<file path="config.mk">
export PLATFORM = sky130hd
export DESIGN_NAME = byte_run_length_decoder
export DESIGN_NICKNAME = d
export VERILOG_FILES = /design/src/brld_pkg.sv /design/src/byte_run_length_decoder.sv
export SDC_FILE = /design/constraint.sdc
export NUM_CORES = 1
export LEC_CHECK = 0
export ABC_CLOCK_PERIOD_IN_PS = 3340
export BUFFER_PORTS_ARGS = -buffer_cell sky130_fd_sc_hd__buf_4
export CORE_MARGIN = 2
export CORE_UTILIZATION = 40
export DETAILED_ROUTE_END_ITERATION = 6
export GPL_ROUTABILITY_DRIVEN = 0
export PLACE_DENSITY = 0.66
export SLEW_MARGIN = 0
export SYNTH_ARGS = -nofsm -noshare
export SYNTH_HDL_FRONTEND = slang
export SYNTH_SLANG_ARGS = --single-unit
</file>
<file path="constraint.sdc">
create_clock -name clk -period 3.34 [get_ports clk]
set_clock_uncertainty 0.2 [all_clocks]
set_input_delay 0.668 -clock clk [delete_from_list [all_inputs] [get_ports clk]]
set_output_delay 0.668 -clock clk [all_outputs]
set_load 0.02 [all_outputs]
</file>
<file path="src/brld_pkg.sv">
`default_nettype none
package brld_pkg;

	// byte and count widths of the encoded stream
	localparam int ByteW = 8;

	// parse phases, one-hot
	typedef enum logic [3:0] {
		PH_HEADER  = 4'b0001,
		PH_VALUE   = 4'b0010,
		PH_LITLEN  = 4'b0100,
		PH_LITERAL = 4'b1000
	} phase_t;

	// stream status codes
	localparam logic STATUS_OK        = 1'b0;
	localparam logic STATUS_TRUNCATED = 1'b1;

endpackage
`default_nettype wire

</file>
<file path="src/byte_run_length_decoder.sv">
// Byte run-length decoder. Takes the encoded stream one byte per word and
// gives run descriptors (value, repeat count). A nonzero header byte is a
// count and the next byte its value; a zero header is followed by a length
// byte and that many literal bytes, each giving a descriptor with count 1.
// Header and length bytes give no output word, except on the final byte of
// a stream (tlast), which always gives one word: an empty marker with
// count 0 if the byte made no descriptor, and tuser set if the stream ended
// inside an unfinished token. The parse state then returns to its reset
// values. Throughput is one byte per cycle while the output is ready. A
// taken byte is held in the input register and parsed combinationally out
// of it, and its descriptor is registered into the output register once
// that register is free. While an output word waits, one more byte is
// held in the input register and the input stalls.
`default_nettype none
module byte_run_length_decoder
	import brld_pkg::*;
(
	input  wire logic                 clk,
	input  wire logic                 arst_n,
	// input stream
	input  wire logic                 s_axis_tvalid,
	output logic                      s_axis_tready,
	input  wire logic [ByteW-1:0]     s_axis_tdata,  // in_byte
	input  wire logic                 s_axis_tlast,  // end_of_stream
	// output stream
	output logic                      m_axis_tvalid,
	input  wire logic                 m_axis_tready,
	output logic [2*ByteW-1:0]        m_axis_tdata,  // out_value (low byte), repeat_count (high byte)
	output logic                      m_axis_tlast,  // last_run
	output logic                      m_axis_tuser   // stream_status
);

	logic             valid_s1;
	logic [ByteW-1:0] byte_s1;
	logic             last_s1;

	phase_t           phase_q, phase_nxt, phase_adv;
	logic [ByteW-1:0] pend_q, pend_nxt;
	logic [ByteW-1:0] left_q, left_nxt, left_dec;

	logic             have;
	logic [ByteW-1:0] val;
	logic [ByteW-1:0] cnt;
	logic             emit;

	logic             out_valid_q;
	logic [ByteW-1:0] out_value_q;
	logic [ByteW-1:0] out_count_q;
	logic             out_last_q;
	logic             out_status_q;

	logic             out_free;
	logic             fire_s1;
	logic             s_fire;

	assign out_free      = !out_valid_q || m_axis_tready;
	assign fire_s1       = valid_s1 && out_free;
	assign s_axis_tready = !valid_s1 || out_free;
	assign s_fire        = s_axis_tvalid && s_axis_tready;

	// input register
	always_ff @(posedge clk or negedge arst_n) begin
		if (!arst_n) begin
			valid_s1 <= 1'b0;
		end else if (s_axis_tready) begin
			valid_s1 <= s_axis_tvalid;
		end
	end

	always_ff @(posedge clk) begin
		if (s_fire) begin
			byte_s1 <= s_axis_tdata;
			last_s1 <= s_axis_tlast;
		end
	end

	// parse step for the registered byte
	assign left_dec = left_q - ByteW'(1);

	always_comb begin
		phase_adv = phase_q;
		pend_nxt  = pend_q;
		left_nxt  = left_q;
		have      = 1'b0;
		val       = '0;
		cnt       = '0;
		case (phase_q)
			PH_HEADER: begin
				if (byte_s1 != '0) begin
					pend_nxt  = byte_s1;
					phase_adv = PH_VALUE;
				end else begin
					phase_adv = PH_LITLEN;
				end
			end
			PH_VALUE: begin
				have      = 1'b1;
				val       = byte_s1;
				cnt       = pend_q;
				pend_nxt  = '0;
				phase_adv = PH_HEADER;
			end
			PH_LITLEN: begin
				if (byte_s1 != '0) begin
					left_nxt  = byte_s1;
					phase_adv = PH_LITERAL;
				end else begin
					phase_adv = PH_HEADER;
				end
			end
			PH_LITERAL: begin
				have     = 1'b1;
				val      = byte_s1;
				cnt      = ByteW'(1);
				left_nxt = left_dec;
				if (left_dec == '0) begin
					phase_adv = PH_HEADER;
				end
			end
			default: begin
				phase_adv = PH_HEADER;
			end
		endcase
		phase_nxt = last_s1 ? PH_HEADER : phase_adv;
	end

	assign emit = have || last_s1;

	// parse state, back to reset values after the final byte
	always_ff @(posedge clk or negedge arst_n) begin
		if (!arst_n) begin
			phase_q <= PH_HEADER;
			pend_q  <= '0;
			left_q  <= '0;
		end else if (fire_s1) begin
			phase_q <= phase_nxt;
			pend_q  <= last_s1 ? '0 : pend_nxt;
			left_q  <= last_s1 ? '0 : left_nxt;
		end
	end

	// output register
	always_ff @(posedge clk or negedge arst_n) begin
		if (!arst_n) begin
			out_valid_q <= 1'b0;
		end else if (out_free) begin
			out_valid_q <= fire_s1 && emit;
		end
	end

	always_ff @(posedge clk) begin
		if (fire_s1 && emit) begin
			out_value_q  <= val;
			out_count_q  <= cnt;
			out_last_q   <= last_s1;
			out_status_q <= (last_s1 && phase_adv != PH_HEADER) ?
				STATUS_TRUNCATED : STATUS_OK;
		end
	end

	assign m_axis_tvalid = out_valid_q;
	assign m_axis_tdata  = {out_count_q, out_value_q};
	assign m_axis_tlast  = out_last_q;
	assign m_axis_tuser  = out_status_q;

	// truncation is only reported on the final word
	a_status_on_last: assert property (@(posedge clk) disable iff (!arst_n)
		out_valid_q && out_status_q == STATUS_TRUNCATED |-> out_last_q)
		else $error("truncation status on a word that is not last");

	// a zero count only appears on the final marker
	a_zero_count_last: assert property (@(posedge clk) disable iff (!arst_n)
		out_valid_q && out_count_q == '0 |-> out_last_q)
		else $error("zero repeat count on a word that is not last");

	// a new stream starts expecting a header
	a_reset_after_last: assert property (@(posedge clk) disable iff (!arst_n)
		fire_s1 && last_s1 |=> phase_q == PH_HEADER && pend_q == '0 && left_q == '0)
		else $error("parse state not cleared after final byte");

endmodule
`default_nettype wire

</file>
== After elaboration in Yosys (flattened, before gate mapping) ==
Index checks and enable logic that the tools add are counted.

* Add/subtract/negate cells: 1
* Equal/unequal tests: 7
* Mux-type cells: 13
* Reductions and logical operators: 16

{| class="wikitable"
|+ Operators with widths
! operator !! number
|-
| $pmux 8 s2 || 3
|-
| $mux 8 || 3
|-
| $mux 4 || 3
|-
| $pmux 4 s3 || 1
|-
| $logic_not 8->1 || 1
|-
| $reduce_bool 8->1 || 1
|-
| $sub 8x1->8 const B || 1
|-
| $ne 3x3->1 const B || 2
|-
| $reduce_and 3->1 || 2
|-
| $reduce_bool 3->1 || 2
|-
| $eq 4x1->1 const B || 1
|-
| $eq 4x2->1 const B || 1
|-
| $eq 4x3->1 const B || 1
|-
| $eq 4x4->1 const B || 1
|-
| $logic_and 1x1->1 || 4
|-
| $ne 4x1->1 const B || 1
|-
| $logic_or 1x1->1 || 3
|-
| $mux 3 || 1
|-
| $logic_not 1->1 || 2
|-
| $mux 1 || 2
|-
| $reduce_or 2->1 || 1
|}

* Register bits after elaboration: 49
* Input bits: 13
* Output and inout port bits: 20
* Word-level logic and storage cells: 48

== Longest topological paths before layout ==
Gate-level depths: netlist of run 1.

* Depth after elaboration: 7
* Gate-level depth with buffers: 6
* Mapped depth without buffers: 6

== Worst setup path after synthesis of run 1 ==
Ideal clock, no wire load.

* Kind: reg-to-reg
* Start: register phase_q[2]
* End: register out_last_q, in the netlist m_axis_tlast, enable pin
* Setup time: 0.400 ns
* Arrival time: 2.359 ns
* Slack: 0.381 ns
* Stages on the path, launching flop included: 5
* Buffers on the path: 1
* Cells stage by stage: dfrtp_1 > nor4b_1 > clkbuf_2 > nor2_1 > a21oi_1

* Word-level cells in the longest chain between the ends: 5
* Elaborated cells between the ends (all ways): 6
* Those cells by class: eq/ne (2); mux (1); reduce/logical (3)

{| class="wikitable"
|+ RTL lines
! element !! line !! text
|-
| start: declaration || byte_run_length_decoder.sv:37 || <nowiki>phase_t phase_q, phase_nxt, phase_adv;</nowiki>
|-
| start signal: assignment || byte_run_length_decoder.sv:136 || <nowiki>phase_q <= phase_nxt;</nowiki>
|-
| $eq 4x4->1 or $eq 4x2->1 (tied branches) || byte_run_length_decoder.sv:87 || <nowiki>case (phase_q)</nowiki>
|-
| $reduce_or 2->1 (no line) (*) || -- ||
|-
| $mux 1 (*) || byte_run_length_decoder.sv:87 ||
|-
| $logic_or 1x1->1 (*) || byte_run_length_decoder.sv:127 || <nowiki>assign emit = have || last_s1;</nowiki>
|-
| $logic_and 1x1->1 (*) || byte_run_length_decoder.sv:152 || <nowiki>if (fire_s1 && emit) begin</nowiki>
|-
| end signal: assignment || byte_run_length_decoder.sv:155 || <nowiki>out_last_q <= last_s1;</nowiki>
|-
| end: declaration || byte_run_length_decoder.sv:49 || <nowiki>logic out_last_q;</nowiki>
|}

Mark *: on every way between the ends. The rest lies on a longest branch, timed or not.
A chain may end at the register's enable or synchronous reset.

== Final worst setup path of run 1 ==
* Start: register phase_q[1]
* End: register out_status_q, in the netlist m_axis_tuser, data pin

* Word-level cells in the longest chain between the ends: 5
* Elaborated cells between the ends (all ways): 8
* Those cells by class: eq/ne (4); mux (3); reduce/logical (1)

{| class="wikitable"
|+ RTL lines
! element !! line !! text
|-
| $eq 4x4->1 (tied with other cells) || byte_run_length_decoder.sv:87 ||
|-
| $pmux 4 s3 (*) || byte_run_length_decoder.sv:87 ||
|-
| $ne 4x1->1 (*) || byte_run_length_decoder.sv:156 || <nowiki>out_status_q <= (last_s1 && phase_adv != PH_HEADER) ?</nowiki>
|-
| $logic_and 1x1->1 (*) || byte_run_length_decoder.sv:156 ||
|-
| $mux 1 (*) || byte_run_length_decoder.sv:156 ||
|-
| end signal: assignment || byte_run_length_decoder.sv:156 ||
|-
| end: declaration || byte_run_length_decoder.sv:50 || <nowiki>logic out_status_q;</nowiki>
|}

Marked as above.

==> results of run 1 <==
==> logic make-up (layout without fill, tap and decap cells) <==
family / Yosys count / after routing
DFF: 49 / 49
buffers and inverters: 22 / 62
adders and majority gates: 2 / 2
xor gates and xnor gates: 2 / 2
and+or+nand+nor: 81 / 81
AOI/OAI and AO/OA: 32 / 32
muxes: 9 / 9
==> layout make-up <==
cell class,count,share of cell area (%)
timing repair buffer,37,10.2
multi-input combinational,126,30.8
inverter,17,2.34
tap,72,3.31
sequential,49,50.1
clock inverter,2,0.598
clock buffer,6,2.67
==> state kept, by name, summed over array words and instances (netlist names), 4 cells and up <==
register     count
left_q           8
out_count_q      8
phase_q          4
pend_q           8
out_value_q      8
byte_s1          8
==> routing by layer <==
metal / up-vias / wire length (um)
met2: 46 / 2260
met1: 779 / 2050
met5: - / 0
met4: 0 / 93
met3: 9 / 211
li1: 790 / -
==> report_power, final <==
part	internal (W)	total [W]	switching, W	leakage, nW
combinational	0.000207	0.000482	0.000275	0.524
sequential	0.000758	0.000825	0.0000670	0.547
clock	0.000149	0.000347	0.000198	0.0414
total	0.00111	0.00165	0.000540	1.11
==> through the flow <==
step           std cells  util [%]  area (um^2)  power [W]  worst slack [ns]
2_1_floorplan        197         -         2280    0.00116             0.381
3_3_place_gp         301      47.8         2630    0.00131             0.857
3_5_place_dp         301      47.8         2630    0.00132             0.822
5_1_grt              309      49.4         2720    0.00175             0.654
4_1_cts              309      49.4         2720    0.00167             0.819
6_report             309      49.4         2720    0.00165             0.802
==> cells in the mapped netlist (all sizes together), types with 3 or more instances <==
master,instances,area share (%)
edfxtp,27,36
dfrtp,21,23
nand2,19,3.1
inv,17,2.8
nor2,14,2.3
and2,9,2.5
mux2i,9,3.9
nor2b,9,2.5
a21oi,5,1.1
clkbuf,5,0.88
nand3,5,1.1
o22ai,5,1.4
a221oi,4,1.5
nor3,4,0.88
or4,4,1.4
or4b,4,1.9
a211oi,3,1.5
and3,3,0.82
nor4b,3,1.4
o21ai,3,0.66
==> worst max-delay path, cell delays in order, from the launching register on <==
cell and delay (ns):
dfrtp_1 0.46, or4b_1 0.81, or4_1 0.63, and3_1 0.20
==> worst min path at each step <==
stage	slack (ns)	startpoint	depth (start not counted)	end
4_1_cts	0.04	arst_n	1	left_q[0]$_DFFE_PN0P_
3_5_place_dp	0.31	pend_q[2]$_DFFE_PN0P_	2	pend_q[2]$_DFFE_PN0P_
3_3_place_gp	0.30	pend_q[1]$_DFFE_PN0P_	2	pend_q[1]$_DFFE_PN0P_
2_1_floorplan	0.17	arst_n	0	left_q[0]$_DFFE_PN0P_
5_1_grt	0.05	arst_n	1	pend_q[0]$_DFFE_PN0P_
6_report	0.03	arst_n	1	left_q[0]$_DFFE_PN0P_
==> impl_metrics.yaml, run 1 <==
power:
  cellLeakagePower_nw: 1.11
  power_density_nw_per_um2: 608
  ir_worst_vdd_v: 0.000267
floorplan:
  ios: 33
  die_h_um: 79.5
  fp.dieW_um: 79.5
  start_util_pct: 41.4
  num_rows: 27
  coreArea_um2: 5510
  dieArea_um2: 6320
worst_setup_path:
  arrival_ns: 2.41
  r2r-end: "m_axis_tuser$_DFFE_PP_"
  critical_path.endpoint: "m_axis_tuser$_DFFE_PP_"
  r2r_slack_ns: 0.80
  crit_path_start: "phase_q[1]$_DFFE_PN0P_"
  reg2reg_from: "phase_q[1]$_DFFE_PN0P_"
  cp.required_ns: 3.21
  critPathKind: "reg2reg"
  worstSetupEndpointType: "flop"
  worst-path-max-fanout: 15
  startpoint_type: "flop"
  reg2regPathDepth: 3
cts:
  clock-root-buffer: "clkbuf_8"
  worstSkewPairLatency_ns: 0.31
  path_clk_slew_ns: 0.10
  htreeDepth: 2
  tritoncts.num_buffers: 5
  cts_resized: 0
  hold_buffers: 0
  postCtsSetupRepairBufs: 0
  cts_tree: "yes"
  cts_buffer_depth: 2
  clock-sinks: 49
grt:
  grt_first_pass_wirelength_um: 7580
  met3_usage_pct: 2.94
  grt_pass1_vias: 1568
  gr-usage-met2_pct: 25.5
  globalRouteMet1Util_pct: 20.5
  grt_max_degree: 23
  top_usage_layer: "met2"
  antenna_found_initial: 0
  grt_overflow: 0
  grt_util_all_layers_pct: 15.9
route:
  drcViolationCount: 0
  wl_um: 4620
  drtPass1Iterations: 4
  routedWlPerCell_um: 14.9
  vias_per_cell: 5.26
  ant_nets: 0
  drtIter0Drc: 49
  vias: 1624
synth:
  synthFlopType: "edfxtp_1"
  synth_xor_area_share_pct: 0.768
  synth_mux_area_share_pct: 3.95
  synth-simple-area-share_pct: 20.5
  synth_compound_area_share_pct: 10.3
  synth_seq_cells: 49
  synth_warnings: 0
  synth_area_um2: 2280
  yosysSeqAreaShare_pct: 59.7
  syn_avg_cell_area_um2: 11.6
  synth_top_family_by_area: "simple AND/OR/NAND/NOR gates"
  synth_cells: 197
  async_flop_share_pct: 44.9
  synth_cell_types: 46
  synth_edf_count: 27
  synth_fa_ha_area_share_pct: 1.10
  syn_nets: 212
timing:
  timing.final.crit_share_pct: 76.0
  setup_tns_ns: 0
  min_period_ns: 2.54
  tightest_slew_ns: 1.06
  slew-limit-headroom_pct: 29.3
  drv_slew: 0
  holdWs_ns: 0.0336
  hold_viol: 0
  rsz0062_at_grt: "false"
  max_freq_ghz: 0.394
  finalSetupViolCount: 0
placed_design:
  hpwl_um: 3370
  port_buffers: 32
cells_and_area:
  final_cell_mix: "37 x buf_4, 27 x edfxtp_1, 21 x dfrtp_1, 19 x nand2_1, 17 x inv_1"
  final_common_cell: "buf_4"
  diodes: 0
  area_delta_synth_final_pct: 19.3
  nets: 251
  multiInputGateArea_um2: 838
  nFillCells: 498
  seq_area_um2: 1360
  drive_above_1_share_pct: 23.6
run_status:
  status: "complete, no violations"
job:
  drv_cap: 0
min_path:
  hold_class: "in2async"
No activity file was read; power rests on OpenSTA's default activity.
==> run 2: changes to the inputs <==
--- a/config.mk
+++ b/config.mk
@@ -5,7 +5,7 @@
 export SDC_FILE = /design/constraint.sdc
 export NUM_CORES = 1
 export LEC_CHECK = 0
-export ABC_CLOCK_PERIOD_IN_PS = 3340
+export ABC_CLOCK_PERIOD_IN_PS = 2500
 export BUFFER_PORTS_ARGS = -buffer_cell sky130_fd_sc_hd__buf_4
 export CORE_MARGIN = 2
 export CORE_UTILIZATION = 40
==> constraint.sdc (replaced) <==
create_clock -name clk -period 2.5 [get_ports clk]
set_clock_uncertainty 0.2 [all_clocks]
set_input_delay 0.5 -clock clk [delete_from_list [all_inputs] [get_ports clk]]
set_output_delay 0.5 -clock clk [all_outputs]
set_load 0.02 [all_outputs]
==> impl_metrics.yaml, run 2 (synthesis gave the netlist of run 1 again) <==
cts:
  cts_tree: "yes"
  clock-sinks: 49
  tritoncts.num_buffers: 5
  cts_buffer_depth: 2
  clock-root-buffer: "clkbuf_8"
  path_clk_slew_ns: 0.09
  htreeDepth: 2
  cts_resized: 0
  worstSkewPairLatency_ns: 0.31
route:
  vias: 1693
  drtPass1Iterations: 4
  drcViolationCount: 0
  ant_nets: 0
  drtIter0Drc: 79
  wl_um: 4930
  vias_per_cell: 5.39
  routedWlPerCell_um: 15.7
run_status:
  status: "complete, no violations"
timing:
  hold_viol: 0
  setup_tns_ns: 0
  timing.final.crit_share_pct: 91.3
  tightest_slew_ns: 0.574
  slew-limit-headroom_pct: 61.7
  max_freq_ghz: 0.438
  finalSetupViolCount: 0
  drv_slew: 0
  rsz0062_at_grt: "false"
  holdWs_ns: 0.166
  min_period_ns: 2.28
floorplan:
  die_h_um: 79.5
  start_util_pct: 41.4
  fp.dieW_um: 79.5
  num_rows: 27
  ios: 33
  dieArea_um2: 6320
  coreArea_um2: 5510
cells_and_area:
  final_common_cell: "buf_4"
  area_delta_synth_final_pct: 21.6
  nets: 257
  diodes: 0
  multiInputGateArea_um2: 846
  seq_area_um2: 1360
  drive_above_1_share_pct: 25.2
  final_cell_mix: "42 x buf_4, 27 x edfxtp_1, 21 x dfrtp_1, 19 x nand2_1, 17 x inv_1"
  final_cells: 314
  nFillCells: 513
  stdcell_area_um2: 2770
worst_setup_path:
  reg2reg_from: "phase_q[1]$_DFFE_PN0P_"
  crit_family: "simple AND/OR/NAND/NOR gates"
  critPathKind: "reg2reg"
  worstSetupPathDepth: 4
  worst-path-max-fanout: 7
  cp_num_buf_inv: 0
  slowest_delay_ns: 0.71
  arrival_ns: 2.26
  crit_path_cell_trace: "or4b_2, nor3_1, or3_1, o22ai_1"
  worstSetupEndpointType: "flop"
  crit_path_start: "phase_q[1]$_DFFE_PN0P_"
  critPathSlowestCell: "or4b_2"
  cp.required_ns: 2.48
  reg2regPathDepth: 4
  startpoint_type: "flop"
grt:
  grt_overflow: 0
  grt_pass1_vias: 1681
  grt_util_all_layers_pct: 17.0
  grt_first_pass_wirelength_um: 8110
  grt_max_degree: 23
  antenna_found_initial: 0
power:
  cellLeakagePower_nw: 1.14
  ir_worst_vdd_v: 0.000324
  power_density_nw_per_um2: 811
  fin_total_pwr_w: 0.00225
placed_design:
  hpwl_um: 3590
  port_buffers: 32
  dpl_cell_area_um2: 2680
  placed_cells: 306
job:
  drv_cap: 0
min_path:
  hold_path_depth: 1
  worstHoldStart: "s_axis_tdata[6]"
  hold_class: "in2reg"
[run 2: path summary, 6_finish.rpt]
check                                    endpoint  slack (ns)
hold reg to reg             pend_q[6]$_DFFE_PN0P_        0.32
hold / removal               byte_s1[6]$_DFFE_PP_        0.17
min in group asynchronous  phase_q[1]$_DFFE_PN0P_        0.42
max in group asynchronous  phase_q[0]$_DFFE_PN1P_        1.40
setup reg to reg            left_q[4]$_DFFE_PN0P_        0.22
setup / recovery            left_q[4]$_DFFE_PN0P_        0.22
[run 2: layer usage]
layer	GRT usage, %	wire length [um]	vias to the layer above
met5	0	0	-
li1	-	-	795
met3	3.62	184	13
met1	22.5	2230	840
met4	9.14	157	0
met2	26.1	2360	45
[run 2: where the power goes]
| part | switching [W] | internal (W) |
|---|---|---|
| Combinational | 0.000375 | 0.000301 |
| Sequential | 0.0000960 | 0.00101 |
| Clock | 0.000273 | 0.000193 |
| Total | 0.000743 | 0.00151 |
[run 2: timing repair]
| action | 4_1_cts | 5_1_grt |
|---|---|---|
| hold buffers | 1 | 0 |
| buffers inserted | 0 | 0 |
| endpoints found under the hold margin | 21 | 0 |
| endpoints found under the setup margin | 0 | 0 |
[run 2: per-stage QoR]
step,utilization (%),setup WS (ns)
finish,50.4,0.219
global route,50.4,0.135
CTS,50.4,0.232
detailed placement,48.6,0.218
global placement,48.6,0.258
floorplan,-,0.122
[run 2: final cells by class]
class	instances	area share [%]
Timing Repair Buffer	43	11.7
Inverter	17	2.30
Multi-Input combinational cell	126	30.5
Tap cell	72	3.25
Sequential cell	49	49.1
Clock inverter	2	0.587
Clock buffer	5	2.48
